### src/design/csm_pkg.sv
package csm_pkg;

  localparam int QUEUE_DEPTH = 4;
  localparam int QPTR_W      = $clog2(QUEUE_DEPTH);
  localparam int QCNT_W      = $clog2(QUEUE_DEPTH + 1);

  // floor(x/3) == (x*683) >> 11 for x <= 765
  localparam logic [9:0] LEVEL_RECIP = 10'd683;
  localparam logic [7:0] FULL_SCALE  = 8'd255;
  localparam logic [2:0] DIV_LAST    = 3'd7;

  typedef enum logic {
    REQ_MEASURE = 1'b0,
    REQ_APPLY   = 1'b1
  } req_kind_t;

  typedef enum logic [1:0] {
    CH_ZERO = 2'd0,
    CH_FULL = 2'd1,
    CH_DIV  = 2'd2
  } ch_mode_t;

  typedef enum logic [1:0] {
    BACK_IDLE = 2'd0,
    BACK_DIV  = 2'd1,
    BACK_DONE = 2'd2
  } back_state_t;

  typedef struct packed {
    logic       req_type;
    logic       first_of_frame;
    logic [7:0] blue_in;
    logic [7:0] green_in;
    logic [7:0] red_in;
  } csm_in_t;

  typedef struct packed {
    logic [7:0] blue_out;
    logic [7:0] green_out;
    logic [7:0] red_out;
    logic       range_zero;
  } csm_out_t;

  // one channel's divide job: partial remainder and remaining dividend bits
  typedef struct packed {
    ch_mode_t   mode;
    logic [7:0] rem;
    logic [7:0] low;
  } csm_chan_t;

  // lane 0 blue, 1 green, 2 red
  typedef struct packed {
    csm_chan_t [2:0] chan;
    logic [7:0]      den;
    logic            range_zero;
  } csm_job_t;

  typedef struct packed {
    logic full;
    logic empty;
  } csm_qstat_t;

endpackage

### src/design/contrast_stretch_minmax.sv
// Channel   Direction  Handshake          Payload
// request   in         push / full        din  (req_type, first_of_frame, blue/green/red_in)
// result    out        pop  / empty       dout (blue/green/red_out, range_zero)
//
// A measure pixel is absorbed in the cycle it is accepted; it yields no result.
// An apply pixel passes through the back end as a load, 8 divide steps of the
// bit-serial divider and a write to the output register.
// Up to 4 apply pixels wait in the queue between front and back, so push
// stalls only when that queue is full. Reset (rst, synchronous) sets darkest
// to 255 and brightest to 0 and empties the queue and output register.
module contrast_stretch_minmax (
  input  logic               clk,
  input  logic               rst,
  input  logic               push,
  output logic               full,
  input  csm_pkg::csm_in_t   din,
  output logic               empty,
  input  logic               pop,
  output csm_pkg::csm_out_t  dout
);

  logic                 take;
  logic                 q_wr;
  logic                 q_rd;
  logic                 out_valid;
  csm_pkg::csm_job_t    q_wdata;
  csm_pkg::csm_job_t    q_rdata;
  csm_pkg::csm_qstat_t  q_stat;

  // any request is held off while the queue is full, measure pixels too,
  // so full never depends on the payload
  assign full  = q_stat.full;
  assign take  = push && !full;
  assign empty = !out_valid;

  // front: level tracking on measure pixels, channel classification and
  // level snapshot on apply pixels
  csm_front u_front (
    .clk      (clk),
    .rst      (rst),
    .take     (take),
    .din      (din),
    .job_push (q_wr),
    .job      (q_wdata)
  );

  csm_queue u_queue (
    .clk   (clk),
    .rst   (rst),
    .wr    (q_wr),
    .wdata (q_wdata),
    .rd    (q_rd),
    .rdata (q_rdata),
    .stat  (q_stat)
  );

  // back: per-channel divide of 255*(c-darkest) by (brightest-darkest)
  csm_back u_back (
    .clk       (clk),
    .rst       (rst),
    .qstat     (q_stat),
    .job       (q_rdata),
    .job_pop   (q_rd),
    .pop       (pop),
    .out_valid (out_valid),
    .dout      (dout)
  );

  // queue never written while full
  a_no_overflow: assert property (@(posedge clk) disable iff (rst)
    q_wr |-> !q_stat.full)
    else $error("queue written while full");

  // back end never takes from an empty queue
  a_no_underflow: assert property (@(posedge clk) disable iff (rst)
    q_rd |-> !q_stat.empty)
    else $error("queue read while empty");

  // an empty range gives all-zero channels
  a_zero_range: assert property (@(posedge clk) disable iff (rst)
    (!empty && dout.range_zero) |->
      (dout.blue_out == 8'd0 && dout.green_out == 8'd0 && dout.red_out == 8'd0))
    else $error("range_zero result with nonzero channel");

  // an unpopped result is not overwritten by the next one
  a_hold_result: assert property (@(posedge clk) disable iff (rst)
    (!empty && !pop) |=> !empty)
    else $error("pending result lost");

endmodule

### src/design/csm_front.sv
module csm_front (
  input  logic                clk,
  input  logic                rst,
  input  logic                take,
  input  csm_pkg::csm_in_t    din,
  output logic                job_push,
  output csm_pkg::csm_job_t   job
);

  logic [7:0]  darkest;
  logic [7:0]  brightest;
  logic [7:0]  darkest_next;
  logic [7:0]  brightest_next;
  logic [9:0]  sum;
  logic [19:0] prod;
  logic [7:0]  level;
  logic        range_zero;
  logic [7:0]  pix [3];

  function automatic csm_pkg::csm_chan_t classify(input logic [7:0] c,
                                                  input logic [7:0] lo,
                                                  input logic [7:0] hi,
                                                  input logic       rz);
    csm_pkg::csm_chan_t r;
    logic [7:0]  diff;
    logic [15:0] num;
    diff   = c - lo;
    num    = {diff, 8'd0} - {8'd0, diff};
    r.rem  = num[15:8];
    r.low  = num[7:0];
    if (rz || c <= lo) begin
      r.mode = csm_pkg::CH_ZERO;
    end else if (c >= hi) begin
      r.mode = csm_pkg::CH_FULL;
    end else begin
      r.mode = csm_pkg::CH_DIV;
    end
    return r;
  endfunction

  assign sum   = {2'd0, din.blue_in} + {2'd0, din.green_in} + {2'd0, din.red_in};
  assign prod  = sum * csm_pkg::LEVEL_RECIP;
  assign level = prod[18:11];

  always_comb begin
    darkest_next   = darkest;
    brightest_next = brightest;
    if (take && din.req_type == csm_pkg::REQ_MEASURE) begin
      if (din.first_of_frame) begin
        darkest_next   = level;
        brightest_next = level;
      end else begin
        if (level < darkest)   darkest_next   = level;
        if (level > brightest) brightest_next = level;
      end
    end
  end

  always_ff @(posedge clk) begin
    if (rst) begin
      darkest   <= csm_pkg::FULL_SCALE;
      brightest <= '0;
    end else begin
      darkest   <= darkest_next;
      brightest <= brightest_next;
    end
  end

  // apply pixels carry a snapshot of the levels into the queue
  assign range_zero = (brightest <= darkest);
  assign pix[0]     = din.blue_in;
  assign pix[1]     = din.green_in;
  assign pix[2]     = din.red_in;

  always_comb begin
    for (int i = 0; i < 3; i++) begin
      job.chan[i] = classify(pix[i], darkest, brightest, range_zero);
    end
    job.den        = brightest - darkest;
    job.range_zero = range_zero;
  end

  assign job_push = take && din.req_type == csm_pkg::REQ_APPLY;

endmodule

### src/design/csm_queue.sv
module csm_queue (
  input  logic                 clk,
  input  logic                 rst,
  input  logic                 wr,
  input  csm_pkg::csm_job_t    wdata,
  input  logic                 rd,
  output csm_pkg::csm_job_t    rdata,
  output csm_pkg::csm_qstat_t  stat
);

  csm_pkg::csm_job_t             slots [csm_pkg::QUEUE_DEPTH];
  logic [csm_pkg::QPTR_W-1:0]    wptr;
  logic [csm_pkg::QPTR_W-1:0]    rptr;
  logic [csm_pkg::QCNT_W-1:0]    count;

  assign stat.full  = (count == csm_pkg::QCNT_W'(csm_pkg::QUEUE_DEPTH));
  assign stat.empty = (count == '0);
  assign rdata      = slots[rptr];

  always_ff @(posedge clk) begin
    if (wr) slots[wptr] <= wdata;
  end

  always_ff @(posedge clk) begin
    if (rst) begin
      wptr  <= '0;
      rptr  <= '0;
      count <= '0;
    end else begin
      if (wr) wptr <= wptr + 1'b1;
      if (rd) rptr <= rptr + 1'b1;
      case ({wr, rd})
        2'b10:   count <= count + 1'b1;
        2'b01:   count <= count - 1'b1;
        default: count <= count;
      endcase
    end
  end

endmodule

### src/design/csm_back.sv
module csm_back (
  input  logic                 clk,
  input  logic                 rst,
  input  csm_pkg::csm_qstat_t  qstat,
  input  csm_pkg::csm_job_t    job,
  output logic                 job_pop,
  input  logic                 pop,
  output logic                 out_valid,
  output csm_pkg::csm_out_t    dout
);

  csm_pkg::back_state_t state;
  csm_pkg::back_state_t state_next;
  logic                 load;
  logic                 step;
  logic                 emit;
  logic [2:0]           cnt;
  logic [7:0]           den;
  logic                 range_zero;
  csm_pkg::ch_mode_t    mode [3];
  logic [7:0]           rem  [3];
  logic [7:0]           low  [3];
  logic [7:0]           quo  [3];
  logic [7:0]           res  [3];

  always_ff @(posedge clk) begin
    if (rst) begin
      state <= csm_pkg::BACK_IDLE;
    end else begin
      state <= state_next;
    end
  end

  always_comb begin
    state_next = state;
    load       = 1'b0;
    step       = 1'b0;
    emit       = 1'b0;
    case (state)
      csm_pkg::BACK_IDLE: begin
        if (!qstat.empty) begin
          load       = 1'b1;
          state_next = csm_pkg::BACK_DIV;
        end
      end
      csm_pkg::BACK_DIV: begin
        step = 1'b1;
        if (cnt == csm_pkg::DIV_LAST) state_next = csm_pkg::BACK_DONE;
      end
      csm_pkg::BACK_DONE: begin
        if (!out_valid || pop) begin
          emit       = 1'b1;
          state_next = csm_pkg::BACK_IDLE;
        end
      end
      default: state_next = csm_pkg::BACK_IDLE;
    endcase
  end

  assign job_pop = load;

  // restoring divide, one quotient bit per lane per cycle
  always_ff @(posedge clk) begin
    logic [8:0] t;
    if (load) begin
      cnt        <= '0;
      den        <= job.den;
      range_zero <= job.range_zero;
      for (int i = 0; i < 3; i++) begin
        mode[i] <= job.chan[i].mode;
        rem[i]  <= job.chan[i].rem;
        low[i]  <= job.chan[i].low;
        quo[i]  <= '0;
      end
    end else if (step) begin
      cnt <= cnt + 1'b1;
      for (int i = 0; i < 3; i++) begin
        t = {rem[i], low[i][7]};
        if (t >= {1'b0, den}) begin
          t      = t - {1'b0, den};
          quo[i] <= {quo[i][6:0], 1'b1};
        end else begin
          quo[i] <= {quo[i][6:0], 1'b0};
        end
        rem[i] <= t[7:0];
        low[i] <= {low[i][6:0], 1'b0};
      end
    end
  end

  always_comb begin
    for (int i = 0; i < 3; i++) begin
      case (mode[i])
        csm_pkg::CH_FULL: res[i] = csm_pkg::FULL_SCALE;
        csm_pkg::CH_DIV:  res[i] = quo[i];
        default:          res[i] = '0;
      endcase
    end
  end

  always_ff @(posedge clk) begin
    if (emit) begin
      dout.blue_out   <= res[0];
      dout.green_out  <= res[1];
      dout.red_out    <= res[2];
      dout.range_zero <= range_zero;
    end
  end

  always_ff @(posedge clk) begin
    if (rst) begin
      out_valid <= 1'b0;
    end else if (emit) begin
      out_valid <= 1'b1;
    end else if (pop) begin
      out_valid <= 1'b0;
    end
  end

endmodule

### config.mk
export PLATFORM = sky130hd
export DESIGN_NAME = contrast_stretch_minmax
export DESIGN_NICKNAME = d
export VERILOG_FILES = /design/src/design/csm_pkg.sv /design/src/design/contrast_stretch_minmax.sv /design/src/design/csm_front.sv /design/src/design/csm_queue.sv /design/src/design/csm_back.sv
export SDC_FILE = /design/constraint.sdc
export NUM_CORES = 1
export LEC_CHECK = 0
export ABC_AREA = 1
export CORE_ASPECT_RATIO = 0.8
export CORE_MARGIN = 4
export CORE_UTILIZATION = 55
export DETAILED_ROUTE_END_ITERATION = 10
export DONT_BUFFER_PORTS = 1
export GPL_TIMING_DRIVEN = 0
export HOLD_SLACK_MARGIN = 0.15
export PLACE_DENSITY = 0.69
export SLEW_MARGIN = 20
export SYNTH_ARGS = -nofsm -noshare
export SYNTH_HDL_FRONTEND = slang
export SYNTH_SLANG_ARGS = --single-unit
export TNS_END_PERCENT = 5
### constraint.sdc
create_clock -name clk -period 21.7 [get_ports clk]
set_input_delay 4.34 -clock clk [delete_from_list [all_inputs] [get_ports clk]]
set_output_delay 4.34 -clock clk [all_outputs]
set_load 0.05 [all_outputs]
---- Word level (Yosys, flattened, before mapping) ----
Memory sizes are Yosys's and may differ from the RTL's. A register that Yosys moved wholly into a read port is not among the register bits.
Index checks and enable logic that the tools add are counted.
operators by class
  add/subtract/negate cells ............... 17
  $mul .................................... 1
  magnitude comparators ................... 12
  equality and inequality tests ........... 15
  multiplexer cells ....................... 79
  bitwise operators ....................... 13
  reductions and logical operators ........ 18
operators by type and width
  kind                    number
  $mux 8                  25
  $sub 8x8->8             7
  $pmux 8 s2              3
  $sub 16x8->16           3
  $mux 1                  38
  $le 8x8->1              4
  $ge 9x8->1              3
  $ge 8x8->1              3
  $mux 2                  11
  $mul 10x10->19 const B  1
  $or 1x1->1              12
  $add 10x8->10           1
  $eq 2x1->1 const B      5
  $eq 2x2->1 const B      5
  $add 8x8->9             1
  $gt 8x8->1              1
  $lt 8x8->1              1
  $reduce_bool 2->1       4
  $add 3x1->3 const B     2
  $eq 3x3->1 const B      2
  $pmux 2 s3              1
  $pmux 3 s2              1
  $add 2x1->2 const B     2
  $logic_or 1x1->1        4
  other kinds (10)        15
word-level totals
  flip-flop bits (word level) ............. 63
  bits in writable memories ............... 330
  memories ................................ 5
memories
  name           words  bits a word  rd ports  clocked after Yosys merged registers in  wr ports  line             source
  u_queue.slots  4      63           1         1                                        1         csm_queue.sv:11  csm_pkg::csm_job_t slots [csm_pkg::QUEUE_DEPTH];
  u_back.low     3      8            3         0                                        3         csm_back.sv:22   logic [7:0] low [3];
  u_back.quo     3      8            3         0                                        3         csm_back.sv:23   logic [7:0] quo [3];
  u_back.rem     3      8            3         0                                        3         csm_back.sv:21   logic [7:0] rem [3];
  u_back.mode    3      2            3         0                                        3         csm_back.sv:20   csm_pkg::ch_mode_t mode [3];

---- Depth between registers and ports, before layout ----
An unclocked memory read counts as a cell.
  depth after elaboration ................. 8
  mapped depth ............................ 47

---- Hierarchy ----
A second synthesis with hierarchy kept.
unflattened totals
  cell total of the unflattened synthesis .. 2204
  area, all modules ....................... 22387.7 µm²
by module, submodules not included
  module                   times used  cells each  area an instance (µm²)  sequential area each (µm²)
  csm_queue                1           667         10028.4                 7747.4
  csm_back                 1           717         6398.6                  3473.3
  csm_front                1           817         5947.0                  320.3
  contrast_stretch_minmax  1           3           13.8                    0.0

---- Least setup slack after synthesis ----
Ideal clock, no wire load.
  kind .................................... input to register
  start point ............................. input din[8] in the netlist's numbering
  end point ............................... register u_front.brightest[7]
  arrival ................................. 11.248 ns
  data required time ...................... 21.587 ns
  slack ................................... 10.339 ns
  stages .................................. 40
  cells stage by stage .................... ha_1 inv_1 fa_1 fa_1 o21ai_1 nand2_1 o21ai_1 a21oi_1 o21a_1 xnor2_1 ha_1 ha_1 fa_1 inv_1 fa_1 fa_1 inv_1 ha_1 (+4 left out) a21boi_1 o21bai_2 nand2_1 nand2_1 nand2_1 nand2_1 ha_1 nand2_1 inv_1 nand3_1 inv_1 a21oi_1 o21ai_0 nand2_1 clkbuf_1 a21oi_1 o21ai_1 inv_1
on the way
  word-level cells in the longest chain between the ends .. 6
  elaborated cells between the ends (all ways) .. 8
RTL lines
  element                      line                           source
  start, declared              contrast_stretch_minmax.sv:16  input csm_pkg::csm_in_t din,
  $add 8x8->9 (*)              csm_front.sv:41                assign sum = {2'd0, din.blue_in} + {2'd0, din.green_in} + {2'd0, din.red_in};
  $add 10x8->10 (*)            csm_front.sv:41
  $mul 10x10->19 (*)           csm_front.sv:42                assign prod = sum * csm_pkg::LEVEL_RECIP;
  via u_front.prod[18]         csm_front.sv:15                logic [19:0] prod;
  $gt 8x8->1                   csm_front.sv:54                if (level > brightest) brightest_next = level;
  $reduce_bool 2->1 (no line)  --
  $reduce_and 2->1 (no line)   --
  end signal, assigned         csm_front.sv:65                brightest <= brightest_next;
  end, declared                csm_front.sv:11                logic [7:0] brightest;
The timed path passes the listed nets; every way through them passes the cells marked *. The select of a mux whose other input is x is not followed.
A chain may end at the register's enable or synchronous reset.

---- Worst setup path in the final report ----
  start point ............................. input din[8] in the netlist's numbering
  end point ............................... register u_front.brightest[1]
on the way
  word-level cells in the longest chain between the ends .. 6
  elaborated cells between the ends (all ways) .. 8
RTL lines
  element                      line
  $add 8x8->9                  csm_front.sv:41
  $add 10x8->10                csm_front.sv:41
  $mul 10x10->19               csm_front.sv:42
  via u_front.prod[18]         csm_front.sv:15
  $gt 8x8->1                   csm_front.sv:54
  $reduce_bool 2->1 (no line)  --
  $reduce_and 2->1 (no line)   --
The timed path passes the listed nets, and every way through them passes these cells. The select of a mux whose other input is x is not followed.

==> impl_metrics.yaml <==
synth:
  synth_seq_area_share_pct: 53.8
  syn-num-nets: 2320
  syn_area_mm2: 0.0214
  async_flop_share_pct: 0
  ys.flop_type: "edfxtp_1"
  ys_types: 54
  synth_area_per_cell_um2: 10.3
  ys_ff_latch: 395
  synth-edff-count: 363
  synth_cells: 2075
  yosys.area.top_type: "edfxtp_1"
  synth_warnings: 0
  netlist.area_leader.share_pct: 50.8
  synth_area_leaders: "edfxtp_1, ha_1, nor2_1, nand2_1, inv_1"
drt:
  dr.pass1.iters: 6
  drt-initial-drc-count: 1358
  ant_nets: 0
  num_vias: 15118
  drc_errors: 0
  drt-vias-per-instance: 5.69
  wl_um: 51600
  drt-wirelength-per-cell_um: 19.4
place:
  place.gp.congestion: 0.924
  portBuffers: 0
  place_hpwl_um: 38200
  dp_cells: 2586
final_layout:
  area_delta_synth_final_pct: 10.2
  num_antenna_cells: 0
  fin_nets: 2378
  multi_input_area_mm2: 0.00878
  final_cells: 2659
  fillers: 3087
  ff_latch_area_mm2: 0.0115
  layout-drive-gt1-share_pct: 5.82
worst_setup_path:
  path_class: "in -> reg"
  crit_path_max_fanout: 10
  slowest_stage: "fa_1"
  startpoint: "din[8]"
  cpMostUsedCell: "nand2_1"
  cpPeakStageDelay_ns: 0.54
  endpoint_kind: "flip-flop"
  r2r_start: "u_front.brightest[0]"
  crit_required_ns: 22.15
  arrival_ns: 12.37
  cp-start-kind: "primary input"
floorplan:
  std_cell_rows: 64
  chipHeight_um: 185
  die_area_mm2: 0.0422
  start_util_pct: 55.9
  ios: 57
  core_mm2: 0.0384
  die_w_um: 229
clock_tree:
  cts_hold_buffers: 0
  cts_resized: 0
  clk_pin_slew_ns: 0.06
  cts_tree: "yes"
  clk_path_buf_depth: 3
  root_buffer: "clkbuf_16"
  htreeDepth: 2
  numCtsBuffers: 40
  cts.sinks: 395
  insertion_delay_ns: 0.56
  post-cts-setup-buffer-count: 0
flow_run:
  maxCapViolCount: 0
grt:
  grt_pass1_wl_um: 80500
  grt_max_degree: 43
  grt_use_total_pct: 24.3
  grt_pass1_vias: 14870
  grt_antenna_before_repair: 1
  grt_overflow: 0
outcome:
  status: "completed"
timing:
  finalSetupViolCount: 0
  rsz0062_at_grt: "false"
  timing.fmax_ghz: 0.0839
  relSlewSlack_pct: 47.8
  period_share_pct: 54.9
  finalSetupTns_ns: 0
  finalCriticalPeriod_ns: 11.91
  clock_skew_ns: 0.0232
  hold_violations: 0
  tightestPinTransition_ns: 0.784
  final-max-slew-violation-count: 0
min_path:
  hold_start: "u_front.darkest[2]"
  hp-class: "reg -> reg"
flip-flops by register name, summed over array words and instances (netlist names), named ones only:
name / cells
u_back.cnt: 3
u_back.den: 8
u_back.dout: 25
u_back.low: 24
u_back.mode: 6
u_back.out_valid: 1
u_back.quo: 24
u_back.range_zero: 1
u_back.rem: 24
u_back.state: 2
u_front.brightest: 8
u_front.darkest: 8
u_queue.count: 3
u_queue.rptr: 2
u_queue.slots: 252
u_queue.wptr: 2
critical path, delay by kind of cell:
| family | cells | cell delay (ns) |
|---|---|---|
| xor gates and xnor gates | 2 | 0.65 |
| adders and majority gates | 10 | 3.69 |
| AOI/OAI and AO/OA | 10 | 1.90 |
| and+or+nand+nor | 11 | 1.05 |
| buffers and inverters | 8 | 0.70 |
per-layer routing:
layer | GRT usage (%) | up-vias | part of all wire, %
met5 | 0 | - | 0.021
met4 | 8.52 | 2 | 3.4
met3 | 5.10 | 114 | 7.6
met1 | 33.2 | 7239 | 44
met2 | 39.2 | 476 | 45
li1 | - | 7287 | -
cell usage in the layout, fill, tap and decap left out, drive strengths merged, types with 2 or more instances in the layout:
master,synthesis,routed
edfxtp,363,363
nor2,301,301
nand2,255,255
inv,244,245
ha,186,186
o21ai,177,177
a21oi,133,133
clkbuf,57,108
nand3,60,60
xor2,55,55
o22ai,40,40
dfxtp,32,32
fa,29,29
a31oi,23,23
xnor2,22,22
buf,5,21
clkinv,3,20
nand4,15,15
nor3,15,15
o211ai,10,10
o21bai,10,10
a21o,6,6
a211oi,5,5
nand3b,5,5
o21a,4,4
and2,4,4
clkinvlp,0,3
o31ai,2,2
a41oi,2,2
or4,2,2
a22oi,2,2
a21boi,2,2
per-stage QoR:
stage          cell area (um^2)  utilization, %  hold slack, ns  worst slack [ns]
2_1_floorplan             21400               -           0.400             10.34
3_3_place_gp              22100            57.5           0.441              9.38
3_5_place_dp              22400            58.4           0.442              9.30
4_1_cts                   23600            61.6           0.458              9.82
5_1_grt                   23600            61.6           0.486              8.97
6_report                  23600            61.6           0.456              9.79
layout make-up:
cell class,instances,area share (%)
flip-flops and latches,395,48.8
multi-input cells,1371,37.1
clock buffers,51,4.45
inverters,247,3.93
well taps,495,2.62
repair buffers,16,1.32
plain buffers,62,1.00
clock inverters,22,0.709
synth_stat cells, types with 13 or more instances:
| library cell | n |
|---|---|
| a21oi_1 | 128 |
| a31oi_1 | 23 |
| clkbuf_1 | 57 |
| dfxtp_1 | 32 |
| edfxtp_1 | 363 |
| fa_1 | 29 |
| ha_1 | 186 |
| inv_1 | 236 |
| nand2_1 | 244 |
| nand3_1 | 58 |
| nand4_1 | 14 |
| nor2_1 | 293 |
| nor3_1 | 14 |
| o21ai_0 | 163 |
| o21ai_1 | 13 |
| o22ai_1 | 40 |
| xnor2_1 | 19 |
| xor2_1 | 50 |
cells by family after synthesis:
kind of cell / Yosys count / share of synthesized area, %
compound gates: 418 / 10.9
flops: 395 / 53.8
buf+inv: 309 / 5.43
fa+ha+maj: 215 / 13.6
xor+xnor: 77 / 3.48
simple gates: 661 / 12.8
path summary, 6_finish.rpt:
kind                          end  slack, ns  cells past startpoint
min            u_front.darkest[2]       0.46                      2
max          u_front.brightest[1]       9.79                     41
min reg2reg    u_front.darkest[2]       0.46                      2
max reg2reg  u_queue.slots[0][43]      18.33                     12
Power is not shown: default switching activity piles up to over one toggle a cycle in this logic, so the estimate is an artifact.
